File: src/bsfd_pkg.sv
// shared constants, types and pixel format helpers for the beat synced frame delay
package bsfd_pkg;

  localparam int unsigned HISTORY_PIXELS  = 65536;
  localparam int unsigned ADDR_W          = $clog2(HISTORY_PIXELS);
  localparam int unsigned MAX_BEAT_DELAY  = 400;
  localparam int unsigned MAX_FRAME_DELAY = 200;
  localparam int unsigned MAX_BEATS       = 16;
  localparam int unsigned RING_LIMIT      = 512;
  localparam int unsigned DIM_MAX         = 256;
  localparam int unsigned ONE_Q14         = 16384;

  localparam int unsigned DIM_W   = 9;
  localparam int unsigned FP_W    = 17;
  localparam int unsigned POS_W   = 16;
  localparam int unsigned SLOT_W  = 9;
  localparam int unsigned CAP_W   = 10;
  localparam int unsigned BIT_W   = $clog2(CAP_W);
  localparam int unsigned DELAY_W = 9;
  localparam int unsigned PROD_W  = 13;
  localparam int unsigned BEATS_W = 5;
  localparam int unsigned WORD_W  = 24;
  localparam int unsigned CFG_W   = 9;

  localparam int unsigned DEF_FRAME_WIDTH  = 64;
  localparam int unsigned DEF_FRAME_HEIGHT = 64;

  typedef enum logic [1:0] {
    REG_FRAME_WIDTH,
    REG_FRAME_HEIGHT,
    REG_DELAY_SETTING,
    REG_USE_BEATS
  } reg_index_t;

  typedef enum logic [2:0] {
    GS_IDLE,
    GS_FP,
    GS_SEARCH,
    GS_RING,
    GS_LIMIT
  } geom_state_t;

  typedef struct packed {
    logic [DIM_W-1:0] frame_width;
    logic [DIM_W-1:0] frame_height;
    logic [7:0]       delay_setting;
    logic             use_beats;
  } cfg_t;

  typedef struct packed {
    logic                busy;
    logic [FP_W-1:0]     frame_pixels;
    logic [CAP_W-1:0]    slots;
    logic [ADDR_W:0]     ring_pixels;
    logic [DELAY_W-1:0]  beat_cap;
    logic [DELAY_W-1:0]  fixed_delay;
  } geom_t;

  typedef struct packed {
    logic               beat;
    logic signed [15:0] red_in;
    logic signed [15:0] green_in;
    logic signed [15:0] blue_in;
  } pix_in_t;

  typedef struct packed {
    logic signed [15:0] red_out;
    logic signed [15:0] green_out;
    logic signed [15:0] blue_out;
    logic               from_history;
    logic               end_of_frame;
  } pix_out_t;

  function automatic logic [DIM_W-1:0] clamp_dim(input logic [DIM_W-1:0] v);
    logic [DIM_W-1:0] r;
    if (v == '0) r = DIM_W'(1);
    else if (v > DIM_W'(DIM_MAX)) r = DIM_W'(DIM_MAX);
    else r = v;
    return r;
  endfunction

  // clamp to 0..1.0 then round to 8 bits, ties up
  function automatic logic [7:0] quantize(input logic signed [15:0] v);
    logic [14:0] c;
    logic [22:0] t;
    if (v[15]) c = '0;
    else if (v[14:0] > 15'(ONE_Q14)) c = 15'(ONE_Q14);
    else c = v[14:0];
    t = ({c, 8'b0} - {8'b0, c}) + 23'd8192;
    return t[21:14];
  endfunction

  // code * 16384 / 255 rounded: 64 * code + (64 * code + 127) / 255
  function automatic logic [15:0] expand(input logic [7:0] code);
    logic [14:0] base;
    logic [14:0] y;
    logic [14:0] q;
    base = {1'b0, code, 6'b0};
    y = base + 15'd127;
    q = (y + 15'd1 + (y >> 8)) >> 8;
    return {1'b0, base + q};
  endfunction

endpackage

File: src/bsfd_geom.sv
// frame geometry setup: frame size, ring capacity and delay limits after reset or a config change
module bsfd_geom (
  input  logic           clk,
  input  logic           rst,
  input  logic           start,
  input  bsfd_pkg::cfg_t cfg,
  output bsfd_pkg::geom_t geom
);

  bsfd_pkg::geom_state_t state;
  bsfd_pkg::geom_state_t state_next;

  logic                                      load_fp;
  logic                                      search;
  logic                                      load_slots;
  logic                                      load_ring;
  logic                                      busy;

  logic [bsfd_pkg::BIT_W-1:0]                bit_idx;
  logic [bsfd_pkg::CAP_W-1:0]                q;
  logic [bsfd_pkg::CAP_W-1:0]                trial;
  logic [bsfd_pkg::CAP_W+bsfd_pkg::FP_W-1:0] trial_prod;
  logic                                      fits;
  logic [bsfd_pkg::CAP_W-1:0]                q_cap;
  logic [bsfd_pkg::FP_W-1:0]                 fp;
  logic [bsfd_pkg::CAP_W-1:0]                slots;
  logic [bsfd_pkg::DELAY_W-1:0]              cap_m1;
  logic [bsfd_pkg::ADDR_W:0]                 ring;
  logic [bsfd_pkg::DELAY_W-1:0]              beat_cap;
  logic [bsfd_pkg::DELAY_W-1:0]              fixed_delay;
  logic [bsfd_pkg::DELAY_W-1:0]              setting_lim;

  always_ff @(posedge clk) begin
    if (rst) begin
      state <= bsfd_pkg::GS_FP;
    end else begin
      state <= state_next;
    end
  end

  always_comb begin
    state_next = state;
    unique case (state)
      bsfd_pkg::GS_IDLE:   state_next = bsfd_pkg::GS_IDLE;
      bsfd_pkg::GS_FP:     state_next = bsfd_pkg::GS_SEARCH;
      bsfd_pkg::GS_SEARCH: begin
        if (bit_idx == '0) state_next = bsfd_pkg::GS_RING;
      end
      bsfd_pkg::GS_RING:   state_next = bsfd_pkg::GS_LIMIT;
      bsfd_pkg::GS_LIMIT:  state_next = bsfd_pkg::GS_IDLE;
      default:             state_next = bsfd_pkg::GS_IDLE;
    endcase
    // a new config write restarts the whole sequence
    if (start) state_next = bsfd_pkg::GS_FP;
  end

  always_comb begin
    load_fp    = 1'b0;
    search     = 1'b0;
    load_slots = 1'b0;
    load_ring  = 1'b0;
    busy       = 1'b1;
    unique case (state)
      bsfd_pkg::GS_IDLE:   busy = 1'b0;
      bsfd_pkg::GS_FP:     load_fp = 1'b1;
      bsfd_pkg::GS_SEARCH: search = 1'b1;
      bsfd_pkg::GS_RING:   load_slots = 1'b1;
      bsfd_pkg::GS_LIMIT:  load_ring = 1'b1;
      default:             busy = 1'b1;
    endcase
  end

  // capacity = largest q with q * fp within history, one quotient bit per cycle
  always_comb begin
    trial       = q | (bsfd_pkg::CAP_W'(1) << bit_idx);
    trial_prod  = trial * fp;
    fits        = trial_prod <= (bsfd_pkg::CAP_W + bsfd_pkg::FP_W)'(bsfd_pkg::HISTORY_PIXELS);
    q_cap       = (q == '0) ? bsfd_pkg::CAP_W'(1) : q;
    setting_lim = (cfg.delay_setting > 8'(bsfd_pkg::MAX_FRAME_DELAY))
                ? bsfd_pkg::DELAY_W'(bsfd_pkg::MAX_FRAME_DELAY)
                : bsfd_pkg::DELAY_W'(cfg.delay_setting);
  end

  always_ff @(posedge clk) begin
    if (load_fp) begin
      fp      <= bsfd_pkg::FP_W'(bsfd_pkg::clamp_dim(cfg.frame_width))
               * bsfd_pkg::FP_W'(bsfd_pkg::clamp_dim(cfg.frame_height));
      q       <= '0;
      bit_idx <= bsfd_pkg::BIT_W'(bsfd_pkg::CAP_W - 1);
    end
    if (search) begin
      if (fits) q <= trial;
      if (bit_idx != '0) bit_idx <= bit_idx - bsfd_pkg::BIT_W'(1);
    end
    if (load_slots) begin
      slots  <= (q_cap > bsfd_pkg::CAP_W'(bsfd_pkg::RING_LIMIT))
              ? bsfd_pkg::CAP_W'(bsfd_pkg::RING_LIMIT) : q_cap;
      cap_m1 <= ((q_cap - bsfd_pkg::CAP_W'(1)) > bsfd_pkg::CAP_W'(bsfd_pkg::RING_LIMIT - 1))
              ? bsfd_pkg::DELAY_W'(bsfd_pkg::RING_LIMIT - 1)
              : bsfd_pkg::DELAY_W'(q_cap - bsfd_pkg::CAP_W'(1));
    end
    if (load_ring) begin
      ring        <= (bsfd_pkg::ADDR_W + 1)'(slots * fp);
      beat_cap    <= (cap_m1 > bsfd_pkg::DELAY_W'(bsfd_pkg::MAX_BEAT_DELAY))
                   ? bsfd_pkg::DELAY_W'(bsfd_pkg::MAX_BEAT_DELAY) : cap_m1;
      fixed_delay <= (setting_lim > cap_m1) ? cap_m1 : setting_lim;
    end
  end

  always_comb begin
    geom.busy         = busy;
    geom.frame_pixels = fp;
    geom.slots        = slots;
    geom.ring_pixels  = ring;
    geom.beat_cap     = beat_cap;
    geom.fixed_delay  = fixed_delay;
  end

endmodule

File: config.mk
export PLATFORM = sky130hd
export DESIGN_NAME = bsfd_geom
export DESIGN_NICKNAME = d
export VERILOG_FILES = /design/src/bsfd_pkg.sv /design/src/bsfd_geom.sv
export SDC_FILE = /design/constraint.sdc
export NUM_CORES = 1
export LEC_CHECK = 0
export BUFFER_PORTS_ARGS = -buffer_cell sky130_fd_sc_hd__clkbuf_2
export CAP_MARGIN = 5
export CORE_ASPECT_RATIO = 0.75
export CORE_MARGIN = 5
export CORE_UTILIZATION = 45
export DETAILED_ROUTE_END_ITERATION = 12
export GPL_TIMING_DRIVEN = 1
export HOLD_SLACK_MARGIN = 0.06
export SYNTH_ARGS = -nofsm -noshare
export SYNTH_HDL_FRONTEND = slang
export SYNTH_SLANG_ARGS = --single-unit
export TNS_END_PERCENT = 100
File: constraint.sdc
create_clock -name clk -period 6.9 [get_ports clk]
set_input_delay 0.69 -clock clk [delete_from_list [all_inputs] [get_ports clk]]
set_output_delay 0.69 -clock clk [all_outputs]
set_load 0.01 [all_outputs]
==> qor.yml <==
outcome:
  status: "finished clean"
logic_synthesis:
  ys_warn_count: 0
  avgSynthCellArea_sq_um: 9.10
  async_reset_ff_share_pct: 0
  syn-cell-area_sq_um: 15300
  ys_seq_elements: 88
  yosysUniqueCellTypes: 69
  ys_seq_area_share_pct: 16.1
  synth_edf_count: 71
  synthesis.nets: 2104
  synth-main-ff-cell: "edfxtp_1"
  synthCells: 1685
worst_setup_path:
  arrival_ns: 6.94
  end_kind: "register"
  reg2reg_from: "bit_idx[2]$_DFF_P_"
  startpoint_type: "register"
  cp-startpoint: "bit_idx[2]$_DFF_P_"
  crit_type: "register to register"
  cp_max_fo: 10
  critPathRequiredTime_ns: 7.19
floorplanning:
  die_w_um: 223
  coreArea_sq_um: 33600
  die_area_sq_um: 37900
  die_h_um: 170
  boundaryPins: 93
  rows: 58
  start_util_pct: 45.6
placed_design:
  hpwl_um: 30300
  gp_congestion: 0.884
  post-place-ws_ns: 0.0532
  dp_cells: 2203
  io_buffers: 91
clocking:
  clk_latency_ns: 0.35
  ctsHoldBuffers: 0
  cts_buffer_depth: 2
  cts_made_buffers: 9
  cts_tree: "yes"
  clk_pin_slew_worst_paths_ns: 0.07
  clockRootBuffer: "clkbuf_16"
  cts_max_level: 3
  cts.sinks: 88
layout:
  nFillCells: 3208
  fin_util_pct: 50.1
  fin_nets: 2183
  n_antenna_cell: 0
  multiInputGateArea_sq_um: 11700
  syn_to_final_growth_pct: 9.75
  regArea_sq_um: 2470
  drive_gt1_share_pct: 11.6
  fin_cells: 2219
sta:
  tns_ns: 0
  fmax_ghz: 0.150
  period_needed_ns: 6.65
  setup-violations-final: 0
  slew_violations: 0
  tightest_slew_ns: 1.02
  slew_headroom_pct: 31.8
  min_period_over_period_pct: 96.4
  hold_violations: 0
  setup_slack_ns: 0.245
  skew_ns: 0.0116
pwr:
  p_leak_uw: 0.00774
  power_density_nw_per_um2: 250
  p_total_uw: 4210
  vdd.ir_drop.worst_uv: 375
routing:
  drc: 0
  wl_per_cell_um: 16.7
  drtAntennaViolNets: 0
  routed_wl_um: 37000
  initialDrtViolationCount: 842
  dr.pass1.iters: 6
  avgViaCountPerCell: 5.29
  vias: 11741
global_routing:
  grtUsageTotal_pct: 19.8
  grt_pass1_wl_um: 61200
  first_global_vias: 11752
  antenna_found_initial: 0
  grt_max_degree: 36
  grt_overflow: 0
worst_hold_path:
  hold_start: "cap_m1[8]$_SDFFCE_PN1P_"
  hold_class: "register to register"
flow_run:
  cap_violations: 0
## area by class of cell
type	instances	share of cell area [%]
clock buffer	10	1.36
clock inverter	6	0.260
inverter	250	5.58
multi-input combinational	1268	69.3
sequential	88	14.7
tap	450	3.35
timing repair buffer	147	5.43
## metrics by stage
step	hold WS (ns)	area [sq um]
global placement	0.478	16500
finish	0.497	16800
detailed placement	0.481	16500
global route	0.498	16800
CTS	0.496	16800
floorplan	0.460	15300
## worst paths after layout
check	endpoint	slack (ns)	cells after the start
worst min-delay path	beat_cap[8]$_SDFFCE_PN1N_	0.50	0
worst max-delay path	q[3]$_DFF_P_	0.25	20
worst min register to register	beat_cap[8]$_SDFFCE_PN1N_	0.50	0
worst max register to register	q[3]$_DFF_P_	0.25	20
## cells by family after synthesis
| kind of cell | after synthesis | synth area share [%] |
|---|---|---|
| other | 1 | 0.0245 |
| AO/OA/AOI/OAI | 176 | 7.73 |
| XOR/XNOR | 59 | 3.37 |
| multiplexers | 12 | 0.857 |
| flip-flops | 88 | 16.1 |
| buffers and inverters | 329 | 8.14 |
| AND/OR/NAND/NOR | 631 | 20.0 |
| adder cells (fa/ha/maj) | 389 | 43.7 |
## cell usage after synthesis (all sizes together) (10+ instances only)
cell      n  area (sq um)
ha      144          1800
xor2     11          96.3
o21ai    46           245
o21a     12          90.1
fa      245          4900
nor2     77           289
nand3    10          62.6
edfxtp   71          2130
a21o     21           160
clkbuf   76           285
nand2b   19           119
inv     250           938
nor4     11          75.1
a21oi    44           220
and2    143           898
xnor2    48           420
dfxtp    17           340
nand2   278          1040
nor2b    38           238
nor3     19          95.1
## critical path, cell delays in order (launching register included)
cell and delay (ns):
dfxtp_1 0.50, nor2b_4 0.30, a21o_2 0.31, nand2_1 0.14, fa_1 0.47, fa_1 0.56
fa_1 0.45, fa_1 0.55, inv_1 0.05, fa_1 0.47, ha_1 0.43, nand2_1 0.10
nor4_1 0.46, nor3_2 0.16, o21ai_1 0.20, mux2i_1 0.30, o2111ai_1 0.25, a2111oi_4 0.37
buf_4 0.20, nand3_4 0.15, o21ai_1 0.16
## metal layers
layer | GRT usage [%] | wire [um] | up-vias
li1 | - | - | 5486
met2 | 31.0 | 16900 | 314
met4 | 2.58 | 289 | 0
met5 | 0 | 0 | -
met1 | 29.6 | 17300 | 5912
met3 | 3.93 | 2480 | 29
## report_power, final
group	total (uW)	internal [uW]	switching [uW]
sequential	847	753	93.3
combinational	2900	1330	1570
clock	460	245	215
## layout by cell type, fill, tap and decap left out, types with 4 or more instances in the layout
master / count
a21o_1: 14
a21o_2: 5
a21oi_1: 44
a31oi_1: 4
and2_1: 140
buf_4: 53
clkbuf_16: 9
clkbuf_2: 91
dfxtp_1: 17
edfxtp_1: 71
fa_1: 245
ha_1: 143
inv_1: 250
mux2_2: 9
nand2_1: 278
nand2b_1: 19
nand3_1: 9
nand4_1: 9
nor2_1: 76
nor2b_1: 37
nor3_1: 18
nor4_1: 10
o2111ai_1: 4
o211ai_1: 6
o21a_1: 12
o21ai_0: 34
o21ai_1: 8
o21ai_2: 4
o22ai_1: 6
o31ai_1: 6
or2_2: 6
or3_1: 5
xnor2_1: 48
xor2_1: 11
## flip-flops by register name, indices dropped and copies added (netlist names)
register and cells:
fp 17, ring 17, q 10, slots 10
beat_cap 9, cap_m1 9, fixed_delay 9, bit_idx 4
state 3
## repair_timing
| action | in CTS | in global routing |
|---|---|---|
| resized for setup | 0 | 15 |
| setup endpoints to repair | 0 | 10 |
| buffers inserted | 0 | 0 |
Power figures use the tool's default switching activity.
